[src/rtl/pqh_pkg.sv]
`default_nettype none
package pqh_pkg;
  localparam int unsigned CAPACITY = 64;
  localparam int unsigned KEY_BITS = 32;
  localparam int unsigned TAG_BITS = 16;
  localparam int unsigned IDX_W    = $clog2(CAPACITY);
  localparam int unsigned CNT_W    = IDX_W + 1;
  localparam int unsigned CHD_W    = IDX_W + 2;
  localparam int unsigned ENT_W    = KEY_BITS + TAG_BITS;

  typedef enum logic [1:0] {
    REQ_PUSH   = 2'd0,
    REQ_POP    = 2'd1,
    REQ_REMOVE = 2'd2,
    REQ_NONE   = 2'd3
  } req_type_e;

  typedef enum logic [1:0] {
    ST_OK       = 2'd0,
    ST_EMPTY    = 2'd1,
    ST_NOTFOUND = 2'd2,
    ST_FULL     = 2'd3
  } status_e;

  typedef struct packed {
    logic [KEY_BITS-1:0] key;
    logic [TAG_BITS-1:0] tag;
  } entry_t;

  typedef struct packed {
    logic [1:0]          req_type;
    logic [KEY_BITS-1:0] entry_key;
    logic [TAG_BITS-1:0] entry_tag;
  } req_t;

  typedef struct packed {
    logic [1:0]          status;
    logic                out_valid;
    logic [KEY_BITS-1:0] out_key;
    logic [TAG_BITS-1:0] out_tag;
    logic                top_valid;
    logic [KEY_BITS-1:0] top_key;
    logic [TAG_BITS-1:0] top_tag;
    logic [CNT_W-1:0]    entry_count;
  } rsp_t;
endpackage
`default_nettype wire

[src/rtl/pqh_ram.sv]
`default_nettype none
module pqh_ram #(
  parameter int unsigned Width = 8,
  parameter int unsigned Depth = 16
) (
  input  wire logic                     clk_i,
  input  wire logic                     we_i,
  input  wire logic [$clog2(Depth)-1:0] waddr_i,
  input  wire logic [Width-1:0]         wdata_i,
  input  wire logic [$clog2(Depth)-1:0] raddr_i,
  output logic      [Width-1:0]         rdata_o
);
  logic [Width-1:0] mem_q [Depth];

  always_ff @(posedge clk_i) begin
    if (we_i) begin
      mem_q[waddr_i] <= wdata_i;
    end
    rdata_o <= mem_q[raddr_i];
  end
endmodule
`default_nettype wire

[src/rtl/priority_queue_heap.sv]
`default_nettype none
// Bounded max-priority queue on a binary heap of up to CAPACITY entries held
// in one single-port-write, registered-read RAM. Each request beat (push, pop,
// remove by tag, or none) yields one result beat with status, the entry taken
// out, the new top entry and the count. Requests are served one at a time:
// in_stall_o stays high from acceptance until the result beat is taken. Every
// step is one RAM read or write, so the cost is set by the RAM port: a push
// and a pop walk the heap levels, at most log2 of CAPACITY of them; a remove
// first scans the store slot by slot up to the matching slot. Keys compare
// unsigned, larger outranks; ties are served in no set order. The store needs
// no clearing: slots at or past the count are never used.
module priority_queue_heap
  import pqh_pkg::*;
(
  input  wire logic clk_i,
  input  wire logic rst_ni,
  input  wire logic in_valid_i,
  output logic      in_stall_o,
  input  wire req_t in_data_i,
  output logic      out_valid_o,
  input  wire logic out_stall_i,
  output rsp_t      out_data_o
);
  localparam logic [4:0] S_IDLE   = 5'd0;
  localparam logic [4:0] S_PU_RD  = 5'd1;
  localparam logic [4:0] S_PU_CMP = 5'd2;
  localparam logic [4:0] S_SR_RD  = 5'd3;
  localparam logic [4:0] S_SR_CMP = 5'd4;
  localparam logic [4:0] S_TK_RD  = 5'd5;
  localparam logic [4:0] S_TK_GOT = 5'd6;
  localparam logic [4:0] S_LS_RD  = 5'd7;
  localparam logic [4:0] S_LS_GOT = 5'd8;
  localparam logic [4:0] S_SD_L   = 5'd9;
  localparam logic [4:0] S_SD_R   = 5'd10;
  localparam logic [4:0] S_SD_CMP = 5'd11;
  localparam logic [4:0] S_WR_FIN = 5'd12;
  localparam logic [4:0] S_TOP_RD = 5'd13;
  localparam logic [4:0] S_TOP_GT = 5'd14;
  localparam logic [4:0] S_OUT    = 5'd15;

  logic [4:0]          state_q, state_d;
  logic [CNT_W-1:0]    cnt_q, cnt_d;      // entries held
  logic [IDX_W-1:0]    hole_q, hole_d;    // current hole in the heap
  logic [CNT_W-1:0]    scan_q, scan_d;    // remove search position
  entry_t              ent_q, ent_d;      // entry being placed
  entry_t              best_q, best_d;    // left child during sift down
  logic [CHD_W-1:0]    chi_q, chi_d;      // left child index
  logic                sd_q, sd_d;        // sift down allowed
  logic                mv_q, mv_d;        // sift up moved the hole
  logic [TAG_BITS-1:0] tag_q, tag_d;
  logic [1:0]          st_q, st_d;
  logic                ov_q, ov_d;
  entry_t              oe_q, oe_d;
  entry_t              top_q, top_d;

  logic                ram_we;
  logic [IDX_W-1:0]    ram_wa, ram_ra;
  entry_t              ram_wd, ram_rd;
  logic [CHD_W-1:0]    lchild, rchild;
  logic [CNT_W-1:0]    cnt_dec;
  entry_t              cand;
  logic [CHD_W-1:0]    cand_i;

  pqh_ram #(.Width(ENT_W), .Depth(CAPACITY)) u_ram (
    .clk_i   (clk_i),
    .we_i    (ram_we),
    .waddr_i (ram_wa),
    .wdata_i (ram_wd),
    .raddr_i (ram_ra),
    .rdata_o (ram_rd)
  );

  assign lchild  = CHD_W'({hole_q, 1'b1});
  assign rchild  = chi_q + 1'b1;
  assign cnt_dec = cnt_q - 1'b1;

  always_comb begin
    cand   = best_q;
    cand_i = chi_q;
    if ((rchild < CHD_W'(cnt_q)) && (ram_rd.key > best_q.key)) begin
      cand   = ram_rd;
      cand_i = rchild;
    end
  end

  always_comb begin
    state_d = state_q;
    cnt_d   = cnt_q;
    hole_d  = hole_q;
    scan_d  = scan_q;
    ent_d   = ent_q;
    best_d  = best_q;
    chi_d   = chi_q;
    sd_d    = sd_q;
    mv_d    = mv_q;
    tag_d   = tag_q;
    st_d    = st_q;
    ov_d    = ov_q;
    oe_d    = oe_q;
    top_d   = top_q;
    ram_we  = 1'b0;
    ram_wa  = hole_q;
    ram_wd  = ent_q;
    ram_ra  = hole_q;
    case (state_q)
      S_IDLE: begin
        if (in_valid_i) begin
          st_d  = ST_OK;
          ov_d  = 1'b0;
          oe_d  = '0;
          sd_d  = 1'b0;
          mv_d  = 1'b0;
          tag_d = in_data_i.entry_tag;
          ent_d = '{key: in_data_i.entry_key, tag: in_data_i.entry_tag};
          case (in_data_i.req_type)
            REQ_PUSH: begin
              if (cnt_q == CNT_W'(CAPACITY)) begin
                st_d    = ST_FULL;
                state_d = S_TOP_RD;
              end else begin
                hole_d  = cnt_q[IDX_W-1:0];
                cnt_d   = cnt_q + 1'b1;
                state_d = S_PU_RD;
              end
            end
            REQ_POP: begin
              if (cnt_q == '0) begin
                st_d    = ST_EMPTY;
                state_d = S_TOP_RD;
              end else begin
                hole_d  = '0;
                state_d = S_TK_RD;
              end
            end
            REQ_REMOVE: begin
              if (cnt_q == '0) begin
                st_d    = ST_NOTFOUND;
                state_d = S_TOP_RD;
              end else begin
                scan_d  = '0;
                state_d = S_SR_RD;
              end
            end
            default: state_d = S_TOP_RD;
          endcase
        end
      end
      S_PU_RD: begin
        if (hole_q == '0) begin
          // At the root: go on down when the hole never moved up
          state_d = (sd_q && !mv_q) ? S_SD_L : S_WR_FIN;
        end else begin
          ram_ra  = IDX_W'((hole_q - 1'b1) >> 1);
          state_d = S_PU_CMP;
        end
      end
      S_PU_CMP: begin
        if (ent_q.key > ram_rd.key) begin
          ram_we  = 1'b1;
          ram_wd  = ram_rd;
          hole_d  = IDX_W'((hole_q - 1'b1) >> 1);
          mv_d    = 1'b1;
          state_d = S_PU_RD;
        end else if (sd_q && !mv_q) begin
          state_d = S_SD_L;
        end else begin
          state_d = S_WR_FIN;
        end
      end
      S_SR_RD: begin
        ram_ra  = scan_q[IDX_W-1:0];
        state_d = S_SR_CMP;
      end
      S_SR_CMP: begin
        if (ram_rd.tag == tag_q) begin
          hole_d  = scan_q[IDX_W-1:0];
          oe_d    = ram_rd;
          state_d = S_LS_RD;
        end else if (scan_q + 1'b1 == cnt_q) begin
          st_d    = ST_NOTFOUND;
          state_d = S_TOP_RD;
        end else begin
          scan_d  = scan_q + 1'b1;
          state_d = S_SR_RD;
        end
      end
      S_TK_RD: begin
        state_d = S_TK_GOT;
      end
      S_TK_GOT: begin
        oe_d    = ram_rd;
        state_d = S_LS_RD;
      end
      S_LS_RD: begin
        ram_ra  = cnt_dec[IDX_W-1:0];
        state_d = S_LS_GOT;
      end
      S_LS_GOT: begin
        ent_d = ram_rd;
        cnt_d = cnt_dec;
        ov_d  = 1'b1;
        // Refill the hole with the last entry unless the hole was the last
        if (CNT_W'(hole_q) < cnt_dec) begin
          sd_d    = 1'b1;
          state_d = S_PU_RD;
        end else begin
          state_d = S_TOP_RD;
        end
      end
      S_SD_L: begin
        chi_d = lchild;
        if (lchild >= CHD_W'(cnt_q)) begin
          state_d = S_WR_FIN;
        end else begin
          ram_ra  = lchild[IDX_W-1:0];
          state_d = S_SD_R;
        end
      end
      S_SD_R: begin
        best_d  = ram_rd;
        ram_ra  = rchild[IDX_W-1:0];
        state_d = S_SD_CMP;
      end
      S_SD_CMP: begin
        if (cand.key > ent_q.key) begin
          ram_we  = 1'b1;
          ram_wd  = cand;
          hole_d  = cand_i[IDX_W-1:0];
          state_d = S_SD_L;
        end else begin
          state_d = S_WR_FIN;
        end
      end
      S_WR_FIN: begin
        ram_we  = 1'b1;
        state_d = S_TOP_RD;
      end
      S_TOP_RD: begin
        ram_ra  = '0;
        state_d = S_TOP_GT;
      end
      S_TOP_GT: begin
        top_d   = (cnt_q == '0) ? '0 : ram_rd;
        state_d = S_OUT;
      end
      S_OUT: begin
        if (!out_stall_i) begin
          state_d = S_IDLE;
        end
      end
      default: state_d = S_IDLE;
    endcase
  end

  always_ff @(posedge clk_i or negedge rst_ni) begin
    if (!rst_ni) begin
      state_q <= S_IDLE;
      cnt_q   <= '0;
    end else begin
      state_q <= state_d;
      cnt_q   <= cnt_d;
    end
  end

  always_ff @(posedge clk_i) begin
    hole_q <= hole_d;
    scan_q <= scan_d;
    ent_q  <= ent_d;
    best_q <= best_d;
    chi_q  <= chi_d;
    sd_q   <= sd_d;
    mv_q   <= mv_d;
    tag_q  <= tag_d;
    st_q   <= st_d;
    ov_q   <= ov_d;
    oe_q   <= oe_d;
    top_q  <= top_d;
  end

  // Hold the input side while a request is in flight
  assign in_stall_o  = (state_q != S_IDLE);
  assign out_valid_o = (state_q == S_OUT);

  always_comb begin
    out_data_o.status      = st_q;
    out_data_o.out_valid   = ov_q;
    out_data_o.out_key     = oe_q.key;
    out_data_o.out_tag     = oe_q.tag;
    out_data_o.top_valid   = (cnt_q != '0);
    out_data_o.top_key     = top_q.key;
    out_data_o.top_tag     = top_q.tag;
    out_data_o.entry_count = cnt_q;
  end

  a_cnt_bound: assert property (@(posedge clk_i) disable iff (!rst_ni)
    cnt_q <= CNT_W'(CAPACITY)) else $error("count past capacity");

  a_busy_out: assert property (@(posedge clk_i) disable iff (!rst_ni)
    out_valid_o |-> in_stall_o) else $error("input open while result pending");

  a_ov_ok: assert property (@(posedge clk_i) disable iff (!rst_ni)
    (out_valid_o && out_data_o.out_valid) |-> (out_data_o.status == ST_OK))
    else $error("entry returned with error status");

  a_cnt_idle: assert property (@(posedge clk_i) disable iff (!rst_ni)
    (state_q == S_IDLE && !in_valid_i) |=> $stable(cnt_q))
    else $error("count changed while idle");
endmodule
`default_nettype wire

[config.mk]
export PLATFORM = sky130hd
export DESIGN_NAME = priority_queue_heap
export DESIGN_NICKNAME = d
export VERILOG_FILES = /design/src/rtl/pqh_pkg.sv /design/src/rtl/pqh_ram.sv /design/src/rtl/priority_queue_heap.sv
export SDC_FILE = /design/constraint.sdc
export NUM_CORES = 2
export LEC_CHECK = 0
export BUFFER_PORTS_ARGS = -buffer_cell sky130_fd_sc_hd__buf_2
export CAP_MARGIN = 5
export CORE_ASPECT_RATIO = 2
export CORE_MARGIN = 2
export CORE_UTILIZATION = 50
export DETAILED_ROUTE_END_ITERATION = 10
export HOLD_SLACK_MARGIN = 0.02
export PLACE_DENSITY = 0.71
export SYNTH_ARGS = -nofsm -noshare
export SYNTH_HDL_FRONTEND = slang
export SYNTH_SLANG_ARGS = --single-unit
[constraint.sdc]
create_clock -name clk_i -period 16.2 [get_ports clk_i]
set_input_delay 2.43 -clock clk_i [delete_from_list [all_inputs] [get_ports clk_i]]
set_output_delay 2.43 -clock clk_i [all_outputs]
set_load 0.03 [all_outputs]
# --- Yosys cells after proc, flatten, opt, wreduce, memory -nomap -nowiden ---
# Memory sizes are Yosys's and may differ from the RTL's. A register that Yosys moved wholly into a read port is not among the register bits.
# Index checks and enable logic that the tools add are counted.
totals:
  output_inout_bits: 109
  ff_bits: 244
  n_memories: 1
  inputBits: 54
  wordCells: 155
  ram_bits: 3072
op_classes:
  n_eq_ne: 36
  muxes: 65
  n_addsub: 5
  n_reduce_logical: 24
  order_cmp: 6
memory_table:
  columns: ["memory", "words", "width", "read_ports", "rd_ports_with_merged_regs", "wr", "line", "rtl"]
  rows:
  - ["u_ram.mem_q", 64, 48, 1, 1, 1, "pqh_ram.sv:13", "logic [Width-1:0] mem_q [Depth];"]
op_table:
  columns: ["op", "n"]
  rows:
  - ["48-bit 2-to-1 mux", 6]
  - ["48-bit case mux with 2 select lines", 2]
  - ["48-bit case mux with 3 select lines", 1]
  - ["32-bit > comparator", 3]
  - ["5-bit case mux with 16 select lines", 1]
  - ["7-bit 2-to-1 mux", 8]
  - ["6-bit 2-to-1 mux", 9]
  - ["5-bit by 4-bit equality test with 1-bit output (second input constant)", 8]
  - ["6-bit case mux with 6 select lines", 1]
  - ["4-bit 2-to-1 mux", 8]
  - ["7-bit case mux with 2 select lines", 2]
  - ["6-bit case mux with 4 select lines", 1]
  - ["2-bit != test (second input constant)", 11]
  - ["5-bit by 3-bit equality test with 1-bit output (second input constant)", 4]
  - ["16-bit equality test", 1]
  - ["5-bit case mux with 3 select lines", 1]
  - ["7-bit by 1-bit adder with 7-bit output (second input constant)", 2]
  - ["6-bit case mux with 2 select lines", 1]
  - ["5-bit by 2-bit equality test with 1-bit output (second input constant)", 2]
  - ["2-bit 2-to-1 mux", 5]
  - ["5-bit 2-to-1 mux", 2]
  - ["3-bit 2-to-1 mux", 3]
  - ["3-bit AND reduction", 3]
  - ["7-bit by 1-bit adder with 8-bit output (second input constant)", 1]
  - ["other kinds (33)", 50]

# --- Logic depth before layout (Yosys ltp) ---
logic_depth:
  ltp_word: 9
  depth_mapped: 25

# --- Cells and area by module ---
# From an unflattened synthesis, not the netlist that was laid out.
unflattened:
  cells_unflattened: 6294
  area_unflattened_um2: 131366.0
by_module_without_submodules:
  columns: ["module", "seq_area_each_um2", "area_each_um2", "instances", "cells_per_inst"]
  rows:
  - ["pqh_ram", 93209.4, 117114.8, 1, 4970]
  - ["priority_queue_heap", 7241.9, 14251.2, 1, 1324]

# --- Worst setup path after synthesis ---
# No wires, ideal clock.
synth_timing:
  kind: "register -> register"
  start: "reg cnt_q[2]"
  end: "mem u_ram.mem_q[40][0] (netlist name) (enable)"
  t_required_ns: 15.688
  stages_incl_launch_ff: 23
  slack_ns: 7.892
  setup_ns: 0.512
  t_arrival_ns: 7.796
  cell_sequence: "dfrtp_1 -> clkbuf_1 -> inv_1 -> ha_1 -> o21a_1 -> o21a_1 -> o21ai_0 -> a21oi_1 -> a211o_1 -> nor2_1 -> buf_1 -> clkbuf_1 -> o21ai_0 -> ha_1 -> and4_1 -> nand3_1 -> o21bai_1 -> o2111ai_1 -> nand2_1 -> nand4_1 -> a31oi_1 -> clkbuf_1 -> nor3_1"
synth_via:
  elab_chain_cells: 8
synth_lines:
  columns: ["element", "line", "rtl"]
  rows:
  - ["start, declared", "priority_queue_heap.sv:42", "logic [CNT_W-1:0] cnt_q, cnt_d;"]
  - ["start signal, assigned", "priority_queue_heap.sv:261", "cnt_q <= cnt_d;"]
  - ["8-bit by 7-bit < comparator with 1-bit output", "priority_queue_heap.sv:80", "if ((rchild < CHD_W'(cnt_q)) && (ram_rd.key > best_q.key)) begin"]
  - ["1-bit logical AND", "priority_queue_heap.sv:80", null]
  - ["48-bit 2-to-1 mux", "priority_queue_heap.sv:80", null]
  - ["32-bit > comparator", "priority_queue_heap.sv:225", "if (cand.key > ent_q.key) begin"]
  - ["1-bit 2-to-1 mux", "priority_queue_heap.sv:225", null]
  - ["1-bit case mux with 3 select lines", "priority_queue_heap.sv:105", "case (state_q)"]
  - ["1-bit 2-to-1 mux", "pqh_ram.sv:16", "if (we_i) begin"]
  - ["1-bit 2-to-1 mux (not written as such)", "pqh_ram.sv:17", "mem_q[waddr_i] <= wdata_i;"]
  - ["end, declared", "pqh_ram.sv:13", null]
# Every way passes these cells.

# --- Worst setup path after layout ---
layout_timing:
  start: "reg best_q[33] (netlist name)"
  end: "mem u_ram.mem_q[13][43] (netlist name) (enable)"
layout_via:
  elab_chain_cells: 8
layout_lines:
  columns: ["element", "line", "rtl"]
  rows:
  - ["start, declared", "priority_queue_heap.sv:46", "entry_t best_q, best_d;"]
  - ["start signal, assigned", "priority_queue_heap.sv:269", "best_q <= best_d;"]
  - ["32-bit > comparator", "priority_queue_heap.sv:80", null]
  - ["1-bit logical AND", "priority_queue_heap.sv:80", null]
  - ["48-bit 2-to-1 mux (*)", "priority_queue_heap.sv:80", null]
  - ["32-bit > comparator (*)", "priority_queue_heap.sv:225", null]
  - ["1-bit 2-to-1 mux (*)", "priority_queue_heap.sv:225", null]
  - ["1-bit case mux with 3 select lines (*)", "priority_queue_heap.sv:105", null]
  - ["1-bit 2-to-1 mux (*)", "pqh_ram.sv:16", null]
  - ["1-bit 2-to-1 mux (not written as such) (*)", "pqh_ram.sv:17", null]
# Mark *: on every way between the ends. The rest lies on a longest branch, timed or not.

==> flow_summary.json <==
{
  "synth-edff-count": 3304,
  "clockRootBuffer": "clkbuf_16",
  "cp_slowest_cell": "buf_4",
  "cts_inserted_buffers": 277,
  "gp_congestion": 0.929,
  "critPathTopFamily": "compound AO/OA/AOI/OAI gates",
  "routedWlPerCell_um": 33.4,
  "min_period_ns": 9.68,
  "path_clk_slew_ns": 0.07,
  "synthFlopType": "edfxtp_1",
  "preCtsSetupSlack_ns": 6.83,
  "fin_tns_setup_ns": 0,
  "via_per_inst": 6.55,
  "tightestPinTransition_ns": 1.43,
  "postLayoutCellArea_um2": 152000,
  "synth.top_cell.area_share": 0.722,
  "drt_iter0_markers": 12300,
  "clock_latency_ns": 0.90,
  "cts_buffer_depth": 4,
  "period_share": 0.598,
  "ys_warn_count": 0,
  "cap_violations": 1,
  "report.final.hold_viol_count": 0,
  "rows": 272,
  "fin_nets": 9825,
  "synthToLayoutAreaGrowth_pct": 10.4,
  "setup_viol": 0,
  "grt_max_degree": 162,
  "tritoncts": "done",
  "synth_cell_types": 95,
  "startpoint_type": "flip-flop",
  "io_pins": 163,
  "die_x_um": 375,
  "placed_cell_area_um2": 143000,
  "grt_pass1_vias": 86600,
  "violations": "max-capacitance violations",
  "critical_path_buf_inv_count": 5,
  "cp.arrival_ns": 10.16,
  "track_usage": 0.314,
  "grt_overflow": 0,
  "cp_common_cell": "buf_4",
  "rsz0062_at_grt": "no",
  "core_um2": 274000,
  "initial_core_util": 0.502,
  "hp-class": "reg -> reg",
  "clock_skew_ns": 0.0575,
  "synth_largest_area_cell": "edfxtp_1",
  "critPathKind": "reg -> reg",
  "status": "complete, but fails checks",
  "cts_setup_buffers": 0,
  "avgSynthCellArea_um2": 14.4,
  "cts_resized": 0,
  "dr_total_vias": 88100,
  "ys_seq_elements": 3363,
  "dpl.hpwl_mm": 270,
  "fin_ws_ns": 6.52,
  "max_stage_delay_ns": 0.98,
  "path_cells": "inv_1 -> ha_1 -> a21o_1 -> a21o_1 -> a211oi_1 -> o21bai_1 -> a21oi_1 -> and4b_1 -> nor2_4 -> buf_4 -> buf_4 -> o21ai_0 -> ha_1 -> and4_1 -> nand3_1 -> o21bai_1 -> o2111ai_1 -> nand2_1 -> nand4_1 -> a31oi_4 -> buf_4 -> nor3_2 -> buf_4",
  "grt_pass1_wl_mm": 624,
  "synth-async-reset-ratio": 0.00327,
  "maxSlewViolCount": 0,
  "synthCells": 9540,
  "crit_fanout": 49,
  "syn_nets": 9712,
  "fp.dieH_um": 745,
  "portBuffers": 162,
  "drc_errors": 0,
  "dieArea_um2": 279000,
  "syn_area_um2": 137000,
  "relSlewSlack": 0.0196,
  "wirelength_mm": 449,
  "htree_levels": 5,
  "cts.sinks": 3363,
  "end_kind": "flip-flop",
  "fmax_ghz": 0.103,
  "yosysSeqAreaShare": 0.731,
  "firstDrtPassIters": 8,
  "cp_data_required_time_ns": 16.67,
  "ctsHoldBuffers": 0,
  "post_route_cells_drive_above_1_share": 0.108,
  "ant_nets": 0,
  "netlist_top_cells_area": "edfxtp_1 (72%), mux2i_1 (5.1%), nand2_1 (4.9%)",
  "antenna_found_initial": 26
}
## stage by stage
| step | hold WS [ns] | cells | util |
|---|---|---|---|
| finish | 0.518 | 13400 | 0.554 |
| global route | 0.537 | 13400 | 0.554 |
| CTS | 0.510 | 13400 | 0.553 |
| detailed placement | 0.513 | 12900 | 0.521 |
| global placement | 0.497 | 12900 | 0.521 |
| floorplan | 0.478 | 9540 | - |
## state kept, by name (all words and copies together), names as in the netlist
register,count
st_q,2
mv_q,1
sd_q,1
ov_q,1
chi_q,6
hole_q,6
scan_q,7
tag_q,16
best_q,48
out_data_o,96
u_ram.mem_q,3072
u_ram.rdata_o,48
state_q,4
ent_q,48
cnt_q,7
## metal layers
layer / GRT usage / share of wire / vias up
met2: 0.524 / 0.49 / 5961
met5: 0 / 0.00036 / -
li1: - / - / 36600
met1: 0.332 / 0.30 / 43600
met4: 0.295 / 0.11 / 22
met3: 0.0597 / 0.097 / 1872
## worst reg2reg max path, cell delays in order, from the launching register on
cell       delay (ns)
edfxtp_1         0.39
inv_1            0.10
ha_1             0.26
a21o_1           0.17
a21o_1           0.17
a211oi_1         0.24
o21bai_1         0.17
a21oi_1          0.87
and4b_1          0.58
nor2_4           0.08
buf_4            0.25
buf_4            0.31
o21ai_0          0.53
ha_1             0.22
and4_1           0.24
nand3_1          0.11
o21bai_1         0.17
o2111ai_1        0.87
nand2_1          0.36
nand4_1          0.36
a31oi_4          0.39
buf_4            0.53
nor3_2           0.84
buf_4            0.98
## cell families after synthesis
group / count (synthesis) / share of synthesized area
and+or+nand+nor: 3103 / 0.100
AOI/OAI and AO/OA: 1405 / 0.0742
buffers and inverters: 776 / 0.0262
xor gates and xnor gates: 50 / 0.00319
muxes: 725 / 0.0543
adders and majority gates: 118 / 0.0107
DFF: 3363 / 0.731
## layout make-up
type	count	area [um^2]
diodes	21	52.6
clock buffers	345	7440
clock inverters	139	1360
fillers	21100	122000
inverters	145	544
multi-input cells	5401	34000
flip-flops and latches	3363	100000
well taps	3562	4460
repair buffers	465	3350
## cells in the mapped netlist (15+ instances only)
library cell / n
edfxtp_1: 3304
nand2_1: 1791
nand3_1: 747
mux2i_1: 700
buf_2: 291
a21oi_1: 280
clkbuf_1: 217
a211oi_1: 174
inv_1: 144
o21ai_0: 144
o31a_1: 143
nor3_1: 123
ha_1: 118
nor2_1: 90
a311oi_1: 88
and2_1: 83
and3_1: 82
o22ai_1: 73
buf_1: 57
a2111oi_0: 56
a221o_1: 51
nor4_1: 50
dfxtp_1: 48
buf_4: 46
a31oi_1: 43
a32oi_1: 38
o2111ai_1: 36
a22oi_1: 33
o21ai_1: 32
a21o_1: 29
nand4_1: 29
o31ai_1: 29
xor2_1: 26
o221ai_1: 24
xnor2_1: 24
buf_6: 20
or3_1: 19
o311a_1: 18
and4_1: 16
mux4_2: 15
o21a_1: 15
or4_1: 15
## layout by cell type, fill, tap and decap left out, types with 36 or more instances in the layout
cell type / n
clkbuf_16: 286
buf_2: 163
nor3_2: 67
clkinv_2: 38
a211oi_1: 173
o2111ai_1: 36
a311oi_1: 88
ha_1: 118
nand2_1: 1784
clkbuf_1: 53
and2_1: 83
nor3_1: 59
buf_4: 280
o31a_1: 143
o22ai_1: 73
a221o_2: 48
nand3_1: 746
mux2i_1: 700
inv_1: 144
a2111oi_0: 54
o21ai_0: 144
and3_1: 82
nor4_1: 47
clkinv_1: 43
a31oi_1: 42
edfxtp_1: 3304
a21oi_1: 280
dfxtp_1: 48
a32oi_1: 38
nor2_1: 79
## path summary, 6_finish.rpt
kind                                   start                   to  slack [ns]  cells past startpoint
hold reg to reg            u_ram.rdata_o[35]           best_q[35]        0.52                      0
hold / removal             u_ram.rdata_o[35]           best_q[35]        0.52                      0
max in group asynchronous             rst_ni           state_q[0]       14.50                      1
setup / recovery                  best_q[33]  u_ram.mem_q[13][43]        6.52                     23
setup reg to reg                  best_q[33]  u_ram.mem_q[13][43]        6.52                     23
min in group asynchronous             rst_ni             cnt_q[0]        1.42                      1
Power is not shown: default switching activity piles up to over one toggle a cycle in this logic, so the estimate is an artifact.
